File: src/mfpcc_pkg.sv
// Package for the magic-framed packet CRC check unit.
// Holds the frame geometry defaults, the CRC-16 XMODEM constants and the byte-wise CRC update.
// No dependencies.
`default_nettype none

package mfpcc_pkg;

	localparam int HEADER_BYTES_DEF  = 4;
	localparam int PAYLOAD_BYTES_DEF = 10;

	localparam int BYTE_W  = 8;
	localparam int CRC_W   = 16;
	localparam int COORD_W = 32;

	localparam logic [CRC_W-1:0] CRC_POLY = 16'h1021;

	// Field layout of the result transaction
	localparam int OUT_BITS   = 1 + COORD_W + COORD_W + CRC_W;
	localparam int OUT_DATA_W = ((OUT_BITS + 7) / 8) * 8;

	// CRC-16 XMODEM, MSB first, one byte
	function automatic logic [CRC_W-1:0] crc_feed(input logic [CRC_W-1:0] crc,
		input logic [BYTE_W-1:0] b);
		logic [CRC_W-1:0] c;
		c = crc ^ {b, 8'h00};
		for (int k = 0; k < 8; k++) begin
			if (c[CRC_W-1]) begin
				c = {c[CRC_W-2:0], 1'b0} ^ CRC_POLY;
			end else begin
				c = {c[CRC_W-2:0], 1'b0};
			end
		end
		return c;
	endfunction

endpackage

`default_nettype wire

File: src/magic_framed_packet_crc_check_unit.sv
// Magic-framed packet receiver with CRC-16 XMODEM check, top level.
// The last CRC byte passes the input register (byte_s1) and then the result register (m_data_q) to m_tvalid.
// Throughput: one byte per cycle, set by the single-byte CRC update between the two registers;
// a result waiting on m_tready holds every following byte in the input register.
// A frame result appears only on the last CRC byte; all other bytes give no transaction.
// Reset (arst_n, async low): hunting for magic, CRC and coordinates cleared, magic byte 0.
// Depends on mfpcc_pkg.
`default_nettype none

module magic_framed_packet_crc_check_unit
	import mfpcc_pkg::*;
#(
	parameter int HEADER_BYTES  = HEADER_BYTES_DEF,
	parameter int PAYLOAD_BYTES = PAYLOAD_BYTES_DEF
) (
	input  wire logic                  clk,
	input  wire logic                  arst_n,
	// config write channel: magic_byte[7:0]
	input  wire logic                  cfg_valid,
	output logic                       cfg_ready,
	input  wire logic [BYTE_W-1:0]     cfg_data,
	// input stream, s_tdata: rx_byte[7:0]
	input  wire logic                  s_tvalid,
	output logic                       s_tready,
	input  wire logic [BYTE_W-1:0]     s_tdata,
	// result stream, m_tdata: frame_status[0], latitude[32:1], longitude[64:33],
	// computed_crc[80:65], zero fill[87:81]
	output logic                       m_tvalid,
	input  wire logic                  m_tready,
	output logic [OUT_DATA_W-1:0]      m_tdata
);

	localparam int DATA_BYTES = HEADER_BYTES + PAYLOAD_BYTES;
	localparam int LAT_OFFSET = HEADER_BYTES + 2;
	localparam int LON_OFFSET = HEADER_BYTES + 6;
	localparam int POS_W      = $clog2(DATA_BYTES + 2);

	localparam logic [POS_W-1:0] DATA_POS = POS_W'(DATA_BYTES);
	localparam logic [POS_W-1:0] LAST_POS = POS_W'(DATA_BYTES + 1);

	logic [BYTE_W-1:0]     magic_q;
	logic                  valid_s1;
	logic [BYTE_W-1:0]     byte_s1;
	logic [POS_W-1:0]      pos_q;
	logic [CRC_W-1:0]      crc_q;
	logic [COORD_W-1:0]    lat_q;
	logic [COORD_W-1:0]    lon_q;
	logic [BYTE_W-1:0]     crc_lo_q;
	logic                  m_valid_q;
	logic [OUT_DATA_W-1:0] m_data_q;

	logic                  advance;
	logic                  is_data;
	logic                  emit;
	logic [POS_W-1:0]      pos_d;
	logic [CRC_W-1:0]      crc_d;
	logic [COORD_W-1:0]    lat_d;
	logic [COORD_W-1:0]    lon_d;
	logic [BYTE_W-1:0]     crc_lo_d;
	logic [CRC_W-1:0]      received;

	assign cfg_ready = 1'b1;
	assign advance   = !m_valid_q || m_tready;
	assign s_tready  = !valid_s1 || advance;
	assign m_tvalid  = m_valid_q;
	assign m_tdata   = m_data_q;
	assign received  = {byte_s1, crc_lo_q};
	assign emit      = valid_s1 && (pos_q == LAST_POS);

	always_comb begin
		pos_d    = pos_q;
		crc_d    = crc_q;
		lat_d    = lat_q;
		lon_d    = lon_q;
		crc_lo_d = crc_lo_q;
		is_data  = 1'b0;
		if (pos_q == '0) begin
			if (byte_s1 == magic_q) begin
				is_data  = 1'b1;
				crc_d    = crc_feed('0, byte_s1);
				lat_d    = '0;
				lon_d    = '0;
				crc_lo_d = '0;
				pos_d    = POS_W'(1);
			end
		end else if (pos_q < DATA_POS) begin
			is_data = 1'b1;
			crc_d   = crc_feed(crc_q, byte_s1);
			pos_d   = pos_q + POS_W'(1);
		end else if (pos_q == DATA_POS) begin
			crc_lo_d = byte_s1;
			pos_d    = LAST_POS;
		end else begin
			pos_d = '0;
		end
		if (is_data) begin
			for (int k = 0; k < 4; k++) begin
				if (pos_q == POS_W'(LAT_OFFSET + k)) begin
					lat_d[8*k +: 8] = byte_s1;
				end
				if (pos_q == POS_W'(LON_OFFSET + k)) begin
					lon_d[8*k +: 8] = byte_s1;
				end
			end
		end
	end

	always_ff @(posedge clk or negedge arst_n) begin
		if (!arst_n) begin
			magic_q  <= '0;
			valid_s1 <= 1'b0;
			pos_q    <= '0;
			crc_q    <= '0;
			lat_q    <= '0;
			lon_q    <= '0;
			crc_lo_q <= '0;
		end else begin
			if (cfg_valid && cfg_ready) begin
				magic_q <= cfg_data;
			end
			if (s_tready) begin
				valid_s1 <= s_tvalid;
			end
			if (valid_s1 && advance) begin
				pos_q    <= pos_d;
				crc_q    <= crc_d;
				lat_q    <= lat_d;
				lon_q    <= lon_d;
				crc_lo_q <= crc_lo_d;
			end
		end
	end

	always_ff @(posedge clk) begin
		if (s_tvalid && s_tready) begin
			byte_s1 <= s_tdata;
		end
		if (emit && advance) begin
			m_data_q <= {{(OUT_DATA_W - OUT_BITS){1'b0}}, crc_q, lon_q, lat_q,
				received != crc_q};
		end
	end

	always_ff @(posedge clk or negedge arst_n) begin
		if (!arst_n) begin
			m_valid_q <= 1'b0;
		end else if (advance) begin
			m_valid_q <= emit;
		end
	end

	a_pos_range: assert property (@(posedge clk) disable iff (!arst_n)
		pos_q <= LAST_POS)
		else $error("frame position out of range");

	a_last_rehunt: assert property (@(posedge clk) disable iff (!arst_n)
		(emit && advance) |=> (pos_q == '0) && m_valid_q)
		else $error("last CRC byte did not return to hunting with a result");

	a_crc_out: assert property (@(posedge clk) disable iff (!arst_n)
		(emit && advance) |=> m_data_q[OUT_BITS-1 -: CRC_W] == $past(crc_q))
		else $error("result CRC does not match running CRC");

	a_stall_hold: assert property (@(posedge clk) disable iff (!arst_n)
		(valid_s1 && !advance) |=> valid_s1 && $stable(byte_s1) && $stable(pos_q))
		else $error("input stage lost a byte under back-pressure");

endmodule

`default_nettype wire
File: config.mk
export PLATFORM = sky130hd
export DESIGN_NAME = magic_framed_packet_crc_check_unit
export DESIGN_NICKNAME = d
export VERILOG_FILES = /design/src/mfpcc_pkg.sv /design/src/magic_framed_packet_crc_check_unit.sv
export SDC_FILE = /design/constraint.sdc
export NUM_CORES = 1
export LEC_CHECK = 0
export BUFFER_PORTS_ARGS = -buffer_cell sky130_fd_sc_hd__buf_2
export CORE_ASPECT_RATIO = 1.2
export CORE_UTILIZATION = 50
export CTS_BUF_LIST = sky130_fd_sc_hd__clkbuf_2
export DETAILED_ROUTE_END_ITERATION = 7
export GPL_TIMING_DRIVEN = 0
export PLACE_DENSITY = 0.81
export SYNTH_ARGS = -nofsm -noshare
export SYNTH_HDL_FRONTEND = slang
export SYNTH_SLANG_ARGS = --single-unit
File: constraint.sdc
create_clock -name clk -period 5.2 [get_ports clk]
set_clock_uncertainty 0.1 [all_clocks]
set_input_delay 0.78 -clock clk [delete_from_list [all_inputs] [get_ports clk]]
set_output_delay 0.78 -clock clk [all_outputs]
set_load 0.02 [all_outputs]
==> impl_metrics.py <==
metrics = {
    "worst_setup_path": {
        "r2r_slack_ns": 2.88,
        "max_stage_delay_ns": 0.46,
        "path_depth": 2,
        "crit_path_end_kind": "output port",
        "path_buf_inv": 1,
        "crit_family": "flip-flops",
        "cp_slowest_cell": "dfrtp_1",
        "path_cells": "nand3b_1 -> buf_2",
        "cp_max_fo": 3,
        "path_class": "flop to output port",
        "critical_path_arrival_ns": 1.54,
        "crit_end": "s_tready",
        "start_kind": "flop",
        "ff2ff_path_depth": 7,
        "critPathLaunch": "valid_s1",
        "critPathRequiredTime_ns": 4.32,
        "r2r-end": "crc_q[3]",
        "reg2reg_from": "pos_q[1]",
    },
    "finish": {
        "final_cells": 824,
        "finalNetCount": 635,
        "finish.instance_area_sq_um": 8667,
        "final_util_pct": 59.63,
        "area_delta_synth_final_pct": 15.35,
        "drive_gt1_share_pct": 30.50,
        "mostFrequentLayoutCells": "buf_2, dfrtp_1, edfxtp_1",
        "final_common_cell": "buf_2",
    },
    "grt": {
        "grt_pass1_wl_um": 24070,
        "grt_overflow_total": 0,
        "antenna_found_initial": 1,
        "grt_pass1_vias": 4561,
        "grt_max_degree": 68,
        "grt_usage_pct": 20.86,
    },
    "hold_path": {
        "hold_class": "input pin to flop",
    },
    "detailed_routing": {
        "remaining_drc_errors": 0,
        "viasPerCell": 5.306,
        "firstDrtPassIters": 5,
        "drt_iter0_drc": 340,
        "drt_wl_total_um": 14980,
        "post_drt_wl_per_cell_um": 18.18,
        "dr_total_vias": 4372,
        "ant_nets": 0,
    },
    "synth": {
        "synth_xor_xnor_area_share_pct": 7.660,
        "yosysWarnings": 0,
        "synth-seq-area-share_pct": 69.54,
        "ys_async_sr_fraction_pct": 53.40,
        "synthMuxAreaShare_pct": 4.246,
        "synth.distinct_cells": 39,
        "synth-simple-area-share_pct": 4.879,
        "synth_edf_count": 89,
        "ys_seq_elements": 191,
        "synth_top_family_by_area": "compound AO/OA/AOI/OAI gates",
        "synth_ff_type": "dfrtp_1",
        "synth_compound_area_share_pct": 9.975,
        "synthAdderAreaFrac_pct": 0.6661,
        "postSynthCellCount": 479,
        "syn_avg_cell_area_sq_um": 15.69,
        "synth_area_sq_um": 7513,
    },
    "die": {
        "io_pins": 112,
        "die_y_um": 136.3,
        "die_area_sq_um": 15520,
        "core_sq_um": 14530,
        "initial_core_util_pct": 51.70,
        "die_x_um": 113.9,
        "rows": 48,
    },
    "clock_network": {
        "cts_buffer_depth": 2,
        "cts_resized": 0,
        "cts_hold_buf": 1,
        "cts_tree": "built",
        "clk_pin_slew_ns": 0.27,
        "clock_latency_ns": 0.77,
        "h-tree-depth": 4,
        "cts_buffers": 17,
        "cts_setup_buffers": 0,
        "clkSinkCount": 191,
        "ctsRootBufferMaster": "clkbuf_2",
    },
    "timing": {
        "max_slew_margin_pct": 36.69,
        "max_freq_mhz": 412.9,
        "period_minus_slack_ns": 2.422,
        "finalCritPeriodShare_pct": 46.58,
        "rsz0062_at_grt": "false",
        "setup_viol": 0,
        "hold_viol": 0,
        "report.final.slew_viol_count": 0,
        "setup_tns_ns": 0,
        "worst_slack_ns": 2.778,
        "worstMarginPinSlew_ns": 0.9424,
        "fin_hold_ws_ns": 0.07765,
    },
    "place": {
        "io_buffers": 102,
        "dpl-instance-area_sq_um": 8382,
        "dp.cells": 790,
        "pre_cts_ws_ns": 2.522,
        "gp_congestion": 0.8184,
        "dp_hpwl_um": 10130,
    },
    "power_and_ir_drop": {
        "p_leak_nw": 3.782,
        "ir_worst_vdd_mv": 0.1890,
        "pwr_density_cell_nw_per_um2": 525.6,
        "power_mw": 4.555,
    },
    "status": {
        "status": "complete, no violations",
    },
    "job": {
        "cap_violations": 0,
    },
}
-- cell families (layout without fill, tap and decap cells) --
group | Yosys count | count (layout)
other cells | 2 | 9
simple gates | 66 | 66
fa+ha+maj | 4 | 4
xor+xnor | 64 | 64
flops | 191 | 191
mux | 25 | 25
compound gates | 88 | 88
buf+inv | 39 | 177
-- layer usage --
metal	global-route usage [%]	up-vias	part of all wire, %
li1	-	1997	-
met1	25.96	2191	41
met2	35.64	153	51
met3	4.280	31	5.0
met4	8.658	0	2.1
met5	0	-	0
-- Yosys cell counts (4+ instances only) --
master	n	area, sq um
nand2_1	16	60.06
xnor2_1	32	280.3
o21ai_1	8	40.04
and2_1	13	81.33
clkbuf_1	12	45.04
buf_4	9	67.56
buf_2	7	35.03
dfrtp_1	102	2552
mux2_4	10	150.1
mux2_2	15	168.9
nor4_1	4	25.02
a22o_1	73	639.4
edfxtp_1	89	2673
xor2_1	30	262.8
ha_1	4	50.05
nor2_1	15	56.30
buf_1	6	22.52
-- where the power goes --
part,leakage [nW],switching [mW],internal [mW]
Combinational,1.49,0.691,0.752
Clock,0.163,0.508,0.285
Sequential,2.12,0.289,2.03
-- registers in the layout, indices dropped and copies added (netlist names), 4 cells and up --
name      flops
byte_s1       8
crc_lo_q      8
crc_q        16
lat_q        32
lon_q        32
m_tdata      81
magic_q       8
pos_q         4
-- layout make-up --
cell class | count | area (sq um)
Buffer | 37 | 212.7
Tap cell | 200 | 250.2
Inverter | 2 | 7.507
Fill cell | 1133 | 5867
Sequential cell | 191 | 5225
Clock buffer | 19 | 95.09
Timing Repair Buffer | 106 | 598.1
Antenna cell | 1 | 2.502
Clock inverter | 13 | 177.7
Multi-Input combinational cell | 255 | 2098
-- worst min path at each step --
stage | startpoint | endpoint | slack (ns) | depth (start not counted)
after floorplan | crc_q[13] | m_tdata[78] | 0.32 | 0
after global placement | crc_q[15] | m_tdata[80] | 0.33 | 0
after detailed placement | crc_q[13] | m_tdata[78] | 0.33 | 0
after CTS | s_tdata[0] | byte_s1[0] | 0.02 | 1
after global routing | s_tdata[0] | byte_s1[0] | 0.01 | 1
final | s_tvalid | valid_s1 | 0.08 | 2
No activity file was read; power rests on OpenSTA's default activity.
